File: src/rtl/core/batched_matrix_vector_multiply_defines.svh
// Assertion macros for the batched matrix-vector multiply RTL.
// Expects clk_i and rst_ni in the scope of each use.
`ifndef BATCHED_MATRIX_VECTOR_MULTIPLY_DEFINES_SVH
`define BATCHED_MATRIX_VECTOR_MULTIPLY_DEFINES_SVH

// Check a condition at every clock edge outside reset.
`define BMV_ASSERT(lbl, cond) \
  lbl: assert property (@(posedge clk_i) disable iff (!rst_ni) (cond)) \
    else $error("bmv assertion failed");

// Check that a trigger is followed by a condition in the next cycle.
`define BMV_ASSERT_NEXT(lbl, pre, post) \
  lbl: assert property (@(posedge clk_i) disable iff (!rst_ni) (pre) |=> (post)) \
    else $error("bmv assertion failed");

`endif

File: src/rtl/core/bmv_pkg.sv
// Shared types, codes and a helper function for the batched matrix-vector multiply.
// No dependencies.
`timescale 1ns / 1ps

package bmv_pkg;

  // Input word opcodes
  localparam logic [1:0] OP_LOAD_MATRIX = 2'd0;
  localparam logic [1:0] OP_LOAD_VECTOR = 2'd1;
  localparam logic [1:0] OP_COMPUTE     = 2'd2;

  // Configuration register indexes
  localparam logic [1:0] CFG_INPUT_LENGTH  = 2'd0;
  localparam logic [1:0] CFG_OUTPUT_LENGTH = 2'd1;
  localparam logic [1:0] CFG_BATCH_COUNT   = 2'd2;
  localparam logic [1:0] CFG_LAYOUT        = 2'd3;

  // Layout variants
  localparam logic [2:0] LAY_ROW_BATCH   = 3'd0;
  localparam logic [2:0] LAY_ROW_OUTBAT  = 3'd1;
  localparam logic [2:0] LAY_COL_MATRIX  = 3'd2;
  localparam logic [2:0] LAY_ELEM_INPUT  = 3'd3;
  localparam logic [2:0] LAY_ELEM_OUTBAT = 3'd4;

  // Canonical quiet NaN
  localparam logic [31:0] FP_QNAN = 32'h7FC0_0000;

  // Controller to datapath commands
  typedef struct packed {
    logic start;   // latch compute item, clear accumulator
    logic step;    // read one element pair
    logic emit;    // move accumulator into output register
    logic wr_m;    // write matrix store
    logic wr_v;    // write vector store
  } bmv_cmd_t;

  // Datapath to controller status
  typedef struct packed {
    logic       in_range;  // compute item row and column inside sizes
    logic       done;      // accumulate of one pair finished
    logic       out_busy;  // output register full and not taken
    logic [6:0] ni;        // effective input length
  } bmv_status_t;

  // Count leading zeros of a 48-bit word, 48 for zero
  function automatic logic [5:0] lzc48(input logic [47:0] v);
    logic [5:0] n;
    n = 6'd48;
    for (int k = 0; k < 48; k++) begin
      if (v[k]) n = 6'(47 - k);
    end
    return n;
  endfunction

endpackage

File: src/rtl/core/bmv_ctrl.sv
// Controller state machine: accepts words, sequences element pairs, emits results.
// Depends on bmv_pkg and the assertion macro header.
`timescale 1ns / 1ps
`include "batched_matrix_vector_multiply_defines.svh"

module bmv_ctrl (
  input  logic                 clk_i,
  input  logic                 rst_ni,
  input  logic                 in_valid_i,
  output logic                 in_ready_o,
  input  logic [1:0]           opcode_i,
  input  bmv_pkg::bmv_status_t status_i,
  output bmv_pkg::bmv_cmd_t    cmd_o
);
  import bmv_pkg::*;

  localparam logic [1:0] ST_IDLE  = 2'd0;
  localparam logic [1:0] ST_ISSUE = 2'd1;
  localparam logic [1:0] ST_BUSY  = 2'd2;
  localparam logic [1:0] ST_DONE  = 2'd3;

  logic [1:0] state_q, state_d;
  logic [6:0] cnt_q, cnt_d;
  logic       acc;

  assign in_ready_o = (state_q == ST_IDLE);
  assign acc        = in_valid_i & in_ready_o;

  // Next state and commands
  always_comb begin
    state_d = state_q;
    cnt_d   = cnt_q;
    cmd_o   = '0;
    unique case (state_q)
      ST_IDLE: begin
        cmd_o.wr_m = acc && (opcode_i == OP_LOAD_MATRIX);
        cmd_o.wr_v = acc && (opcode_i == OP_LOAD_VECTOR);
        if (acc && (opcode_i == OP_COMPUTE) && status_i.in_range) begin
          cmd_o.start = 1'b1;
          cnt_d       = 7'd0;
          state_d     = ST_ISSUE;
        end
      end
      ST_ISSUE: begin
        cmd_o.step = 1'b1;
        cnt_d      = cnt_q + 7'd1;
        state_d    = ST_BUSY;
      end
      ST_BUSY: begin
        if (status_i.done) begin
          state_d = (cnt_q == status_i.ni) ? ST_DONE : ST_ISSUE;
        end
      end
      ST_DONE: begin
        if (!status_i.out_busy) begin
          cmd_o.emit = 1'b1;
          state_d    = ST_IDLE;
        end
      end
      default: state_d = ST_IDLE;
    endcase
  end

  always_ff @(posedge clk_i or negedge rst_ni) begin
    if (!rst_ni) begin
      state_q <= ST_IDLE;
      cnt_q   <= 7'd0;
    end else begin
      state_q <= state_d;
      cnt_q   <= cnt_d;
    end
  end

  `BMV_ASSERT_NEXT(a_step_then_busy, cmd_o.step, state_q == ST_BUSY)
  `BMV_ASSERT(a_done_only_busy, !status_i.done || (state_q == ST_BUSY))
  `BMV_ASSERT(a_emit_free, !cmd_o.emit || !status_i.out_busy)
  `BMV_ASSERT(a_cnt_bound, (state_q != ST_BUSY) || ((cnt_q != 7'd0) && (cnt_q <= status_i.ni)))

endmodule

File: config.mk
export PLATFORM = sky130hd
export DESIGN_NAME = bmv_ctrl
export DESIGN_NICKNAME = d
export VERILOG_FILES = /design/src/rtl/core/bmv_pkg.sv /design/src/rtl/core/bmv_ctrl.sv
export VERILOG_INCLUDE_DIRS = /design/src /design/src/rtl/core
export SDC_FILE = /design/constraint.sdc
export NUM_CORES = 1
export LEC_CHECK = 0
export CAP_MARGIN = 5
export CELL_PAD_IN_SITES_DETAIL_PLACEMENT = 0
export CELL_PAD_IN_SITES_GLOBAL_PLACEMENT = 2
export CORE_UTILIZATION = 25
export CTS_CLUSTER_DIAMETER = 100
export DETAILED_ROUTE_END_ITERATION = 8
export DONT_BUFFER_PORTS = 1
export PLACE_DENSITY = 0.63
export SYNTH_ARGS = -nofsm -noshare
export SYNTH_HDL_FRONTEND = slang
export SYNTH_SLANG_ARGS = --single-unit
File: constraint.sdc
create_clock -name clk_i -period 1.65 [get_ports clk_i]
set_input_delay 0.0825 -clock clk_i [delete_from_list [all_inputs] [get_ports clk_i]]
set_output_delay 0.0825 -clock clk_i [all_outputs]
set_load 0.02 [all_outputs]
Yosys cells after proc, flatten, opt, wreduce, memory -nomap -nowiden
Index checks and enable logic that the tools add are counted.
{ "op_classes": {"n_addsub": 1, "n_eq_ne": 9, "n_mux": 13, "bitwise_logic": 1, "n_reduce_logical": 9} }
{ "ops": {"columns": ["cell", "n"], "rows": [
  ["one-hot mux 7 bit (2 select lines)", 1],
  ["two-way mux 2 bit", 5],
  ["one-hot mux 2 bit (4 select lines)", 1],
  ["adder 7 x 1 -> 7 bit, second input constant", 1],
  ["equality test 7 bit", 1],
  ["two-way mux 7 bit", 1],
  ["equality test 2 bit, second input constant", 3],
  ["two-way mux 1 bit", 5],
  ["equality test 2 x 1 -> 1 bit, second input constant", 2],
  ["logical AND 1 bit", 4],
  ["zero test 2 bit", 2],
  ["inequality test 2 bit, second input constant", 2],
  ["AND reduction 3 bit", 1],
  ["inequality test 2 x 1 -> 1 bit, second input constant", 1],
  ["AND reduction 2 bit", 1],
  ["nonzero test 2 bit", 1],
  ["bitwise AND 1 bit", 1]
]} }
{ "word_totals": {"reg_bits": 9, "input_bits": 15, "output_inout_bits": 6, "elab_cells": 35} }

Longest topological paths before layout
{ "logic_depth": {"depth_word": 6, "depth_mapped": 5, "ltp_nobuf": 4} }

Worst setup path after synthesis
Ideal clock, no wire load.
{ "synth_timing": {"path_type": "flip-flop to output port", "start": "register state_q[0]", "end": "output cmd_o[0] (netlist bit)", "t_arrival_ns": 1.425, "required_time_ns": 1.567, "slack_ns": 0.143, "stages_incl_launch_ff": 3, "n_path_buf": 0, "path_cell_list": "dfrtp_1 > or3b_4 > nor3b_1"} }
{ "synth_rtl": {"columns": ["item", "line_no", "rtl"], "rows": [
  ["start: declaration", "bmv_ctrl.sv:22", "logic [1:0] state_q, state_d;"],
  ["start signal: assignment", "bmv_ctrl.sv:69", "state_q <= state_d;"],
  ["end: declaration", "bmv_ctrl.sv:13", "output bmv_pkg::bmv_cmd_t cmd_o"]
]} }

==> run_results.csv <==
group,metric,value,unit
floorplanning,rows,17,
finish,nets,88,
flow_run,max_cap_violations,0,
floorplanning,die_x,50.1,um
critical_path,cp_cell_sequence,"or3b_4 > nor3b_1 > buf_4",
timing,finalHoldViolCount,0,
logic_synthesis,yosysSeqAreaShare,38.9,%
detailed_routing,wirelength,1.28,mm
detailed_routing,avgRoutedWirePerCell,12.9,um
grt,grt.total_usage,11.7,%
timing,finalSetupViolCount,0,
timing,worst_pin_slew,0.443,ns
logic_synthesis,syn_nets,76,
floorplanning,io_pins,21,
finish,finalNonFillerCells,99,
floorplanning,die_y,50.1,um
detailed_routing,wl_met3,73,um
timing,period_needed,1.59,ns
clock_tree,clk_path_buf_depth,2,
timing,timing.final.ws_setup,0.0615,ns
timing,fin_hold_ws,0.0352,ns
critical_path,cpMaxStageDelayCell,"or3b_4",
pwr,power,1.21,mW
detailed_routing,initialDrtViolationCount,2,
clock_tree,path_clk_slew,0.06,ns
placed_design,gp_congestion,0.685,
timing,drv_slew,0,
finish,n_antenna_cell,0,
critical_path,crit_type,"reg -> out",
worst_hold_path,hold_path_class,"in -> reg",
detailed_routing,dr_wl_met2,590,um
pwr,p_per_area,1730,mW/mm^2
clock_tree,h-tree-depth,1,
grt,grt_max_degree,10,
critical_path,cp-end-kind,"output pin",
detailed_routing,vias_per_cell,4.74,
timing,grt_setup_unrepaired,"false",
critical_path,crit_buf_inv,1,
logic_synthesis,ys_ff_latch,9,
logic_synthesis,synth_area_per_cell,9.66,um^2
pwr,peakVddDrop,0.588,mV
logic_synthesis,synth_cell_types,29,
placed_design,dp_slack,0.285,ns
clock_tree,cts.sinks,9,
critical_path,cpPeakStageDelay,0.44,ns
finish,most-common-layout-cells,"7 x xnor2_1, 7 x dfrtp_1, 7 x buf_4",
detailed_routing,num_vias,469,
clock_tree,cts_made_buffers,3,
timing,tns,0,ns
placed_design,placement.cell_area,639,um^2
grt,grt_overflow_total,0,
critical_path,cp.required,1.57,ns
run_status,status,"finished clean",
floorplanning,core,0.00219,mm^2
critical_path,arrival,1.51,ns
critical_path,start_kind,"flip-flop",
critical_path,path_max_fanout,6,
logic_synthesis,yosys_warnings,0,
grt,grt_pass1_vias,466,
detailed_routing,drc,0,
timing,max_freq,0.630,GHz
logic_synthesis,synthesis.area,579,um^2
critical_path,crit_family,"simple AND/OR/NAND/NOR gates",
pwr,p_leak,0.297,nW
finish,area_delta_synth_final,21.0,%
grt,grt_pass1_wl,2.08,mm
timing,finalClockSkew,0.00249,ns
finish,fin_util,32.0,%
detailed_routing,antenna_left,0,
timing,period_share,96.3,%
floorplanning,die_area,0.00251,mm^2
detailed_routing,routed.top_layer,"met4",
finish,drive_gt1_share,26.8,%
grt,antenna_found_initial,0,
clock_tree,worstSkewPairLatency,0.27,ns
clock_tree,cts_root_buf,"clkbuf_4",
finish,finalInstanceArea,701,um^2
logic_synthesis,postSynthCellCount,60,
placed_design,placed_cells_incl_taps,91,
finish,nFillCells,229,
clock_tree,cts_tree,"yes",
detailed_routing,met1_length,570,um
placed_design,io_buffers,0,
critical_path,rrSetupSlack,0.25,ns
detailed_routing,dr.pass1.iters,4,
timing,slew_headroom,70.3,%
floorplanning,start_util,26.4,%
-- cells by family after synthesis --
kind of cell	share of synthesized area (%)
mux	5.18
simple gates	25.1
buf+inv	1.51
fa+ha+maj	2.16
compound gates	15.1
xor+xnor	12.1
flops	38.9
-- flip-flops by register name, summed over array words and instances (netlist names) --
name	count
cnt_q	7
state_q	2
-- report_power, final --
| group | total (mW) | switching, mW | internal, mW |
|---|---|---|---|
| combinational | 0.574 | 0.288 | 0.286 |
| clock | 0.178 | 0.0845 | 0.0937 |
| sequential | 0.458 | 0.127 | 0.331 |
| total | 1.21 | 0.500 | 0.710 |
-- worst register-to-register path, stage by stage (launching register included) --
cell	delay, ns
dfrtp_2	0.42
or3b_4	0.44
buf_4	0.15
o21ai_2	0.17
mux2i_1	0.10
-- path summary, 6_finish.rpt --
kind	from	to	cells after the start
worst min register to register	cnt_q[6]	cnt_q[6]	1
worst max-delay path	state_q[1]	cmd_o[0]	3
max in group asynchronous	rst_ni	state_q[0]	1
worst max register to register	state_q[1]	cnt_q[0]	4
min in group asynchronous	rst_ni	cnt_q[2]	1
worst min-delay path	status_i[7]	state_q[0]	3
-- timing repair --
action | 4_1_cts | 5_1_grt
pin swaps | 0 | 1
resized for setup | 1 | 1
hold buffers | 1 | 0
buffers inserted | 0 | 3
endpoints found under the hold margin | 9 | 0
setup endpoints to repair | 1 | 2
-- synthesized netlist by cell type --
| cell type | n | area, um^2 |
|---|---|---|
| inv_2 | 1 | 3.75 |
| ha_1 | 1 | 12.5 |
| nand3_1 | 1 | 5.00 |
| o21ai_2 | 1 | 8.76 |
| nor3_1 | 1 | 5.00 |
| nor2_1 | 1 | 3.75 |
| nand3b_1 | 1 | 7.51 |
| and3_1 | 2 | 12.5 |
| a21oi_1 | 4 | 20.0 |
| nand4_1 | 4 | 25.0 |
| buf_2 | 1 | 5.00 |
| nor2_4 | 1 | 11.3 |
| mux2i_1 | 3 | 30.0 |
| dfrtp_1 | 9 | 225 |
| o31a_2 | 1 | 10.0 |
| or3b_4 | 1 | 11.3 |
| nand2_1 | 5 | 18.8 |
| nand2b_1 | 1 | 6.26 |
| and2b_2 | 1 | 8.76 |
| xnor2_1 | 7 | 61.3 |
| nor3b_1 | 1 | 7.51 |
| o21bai_1 | 1 | 7.51 |
| and2_1 | 1 | 6.26 |
| nor2b_1 | 1 | 6.26 |
| o21ai_0 | 4 | 20.0 |
| and3b_2 | 1 | 10.0 |
| xor2_1 | 1 | 8.76 |
| o21a_1 | 2 | 15.0 |
| o22ai_1 | 1 | 6.26 |
-- layer usage --
layer  GRT usage, %  up-vias
met1           13.9      212
met5              0        -
met3           3.94        4
met4           8.57        0
met2           17.3       15
li1               -      238
-- final cells by class --
class,count,area (um^2),area share [%]
multi-input combinational,49,345,49.3
clock buffer,4,26.3,3.75
tap,28,35.0,5.00
inverter,1,3.75,0.536
sequential,9,228,32.5
timing repair buffer,8,62.6,8.93
(Power assumes the default switching activity.)
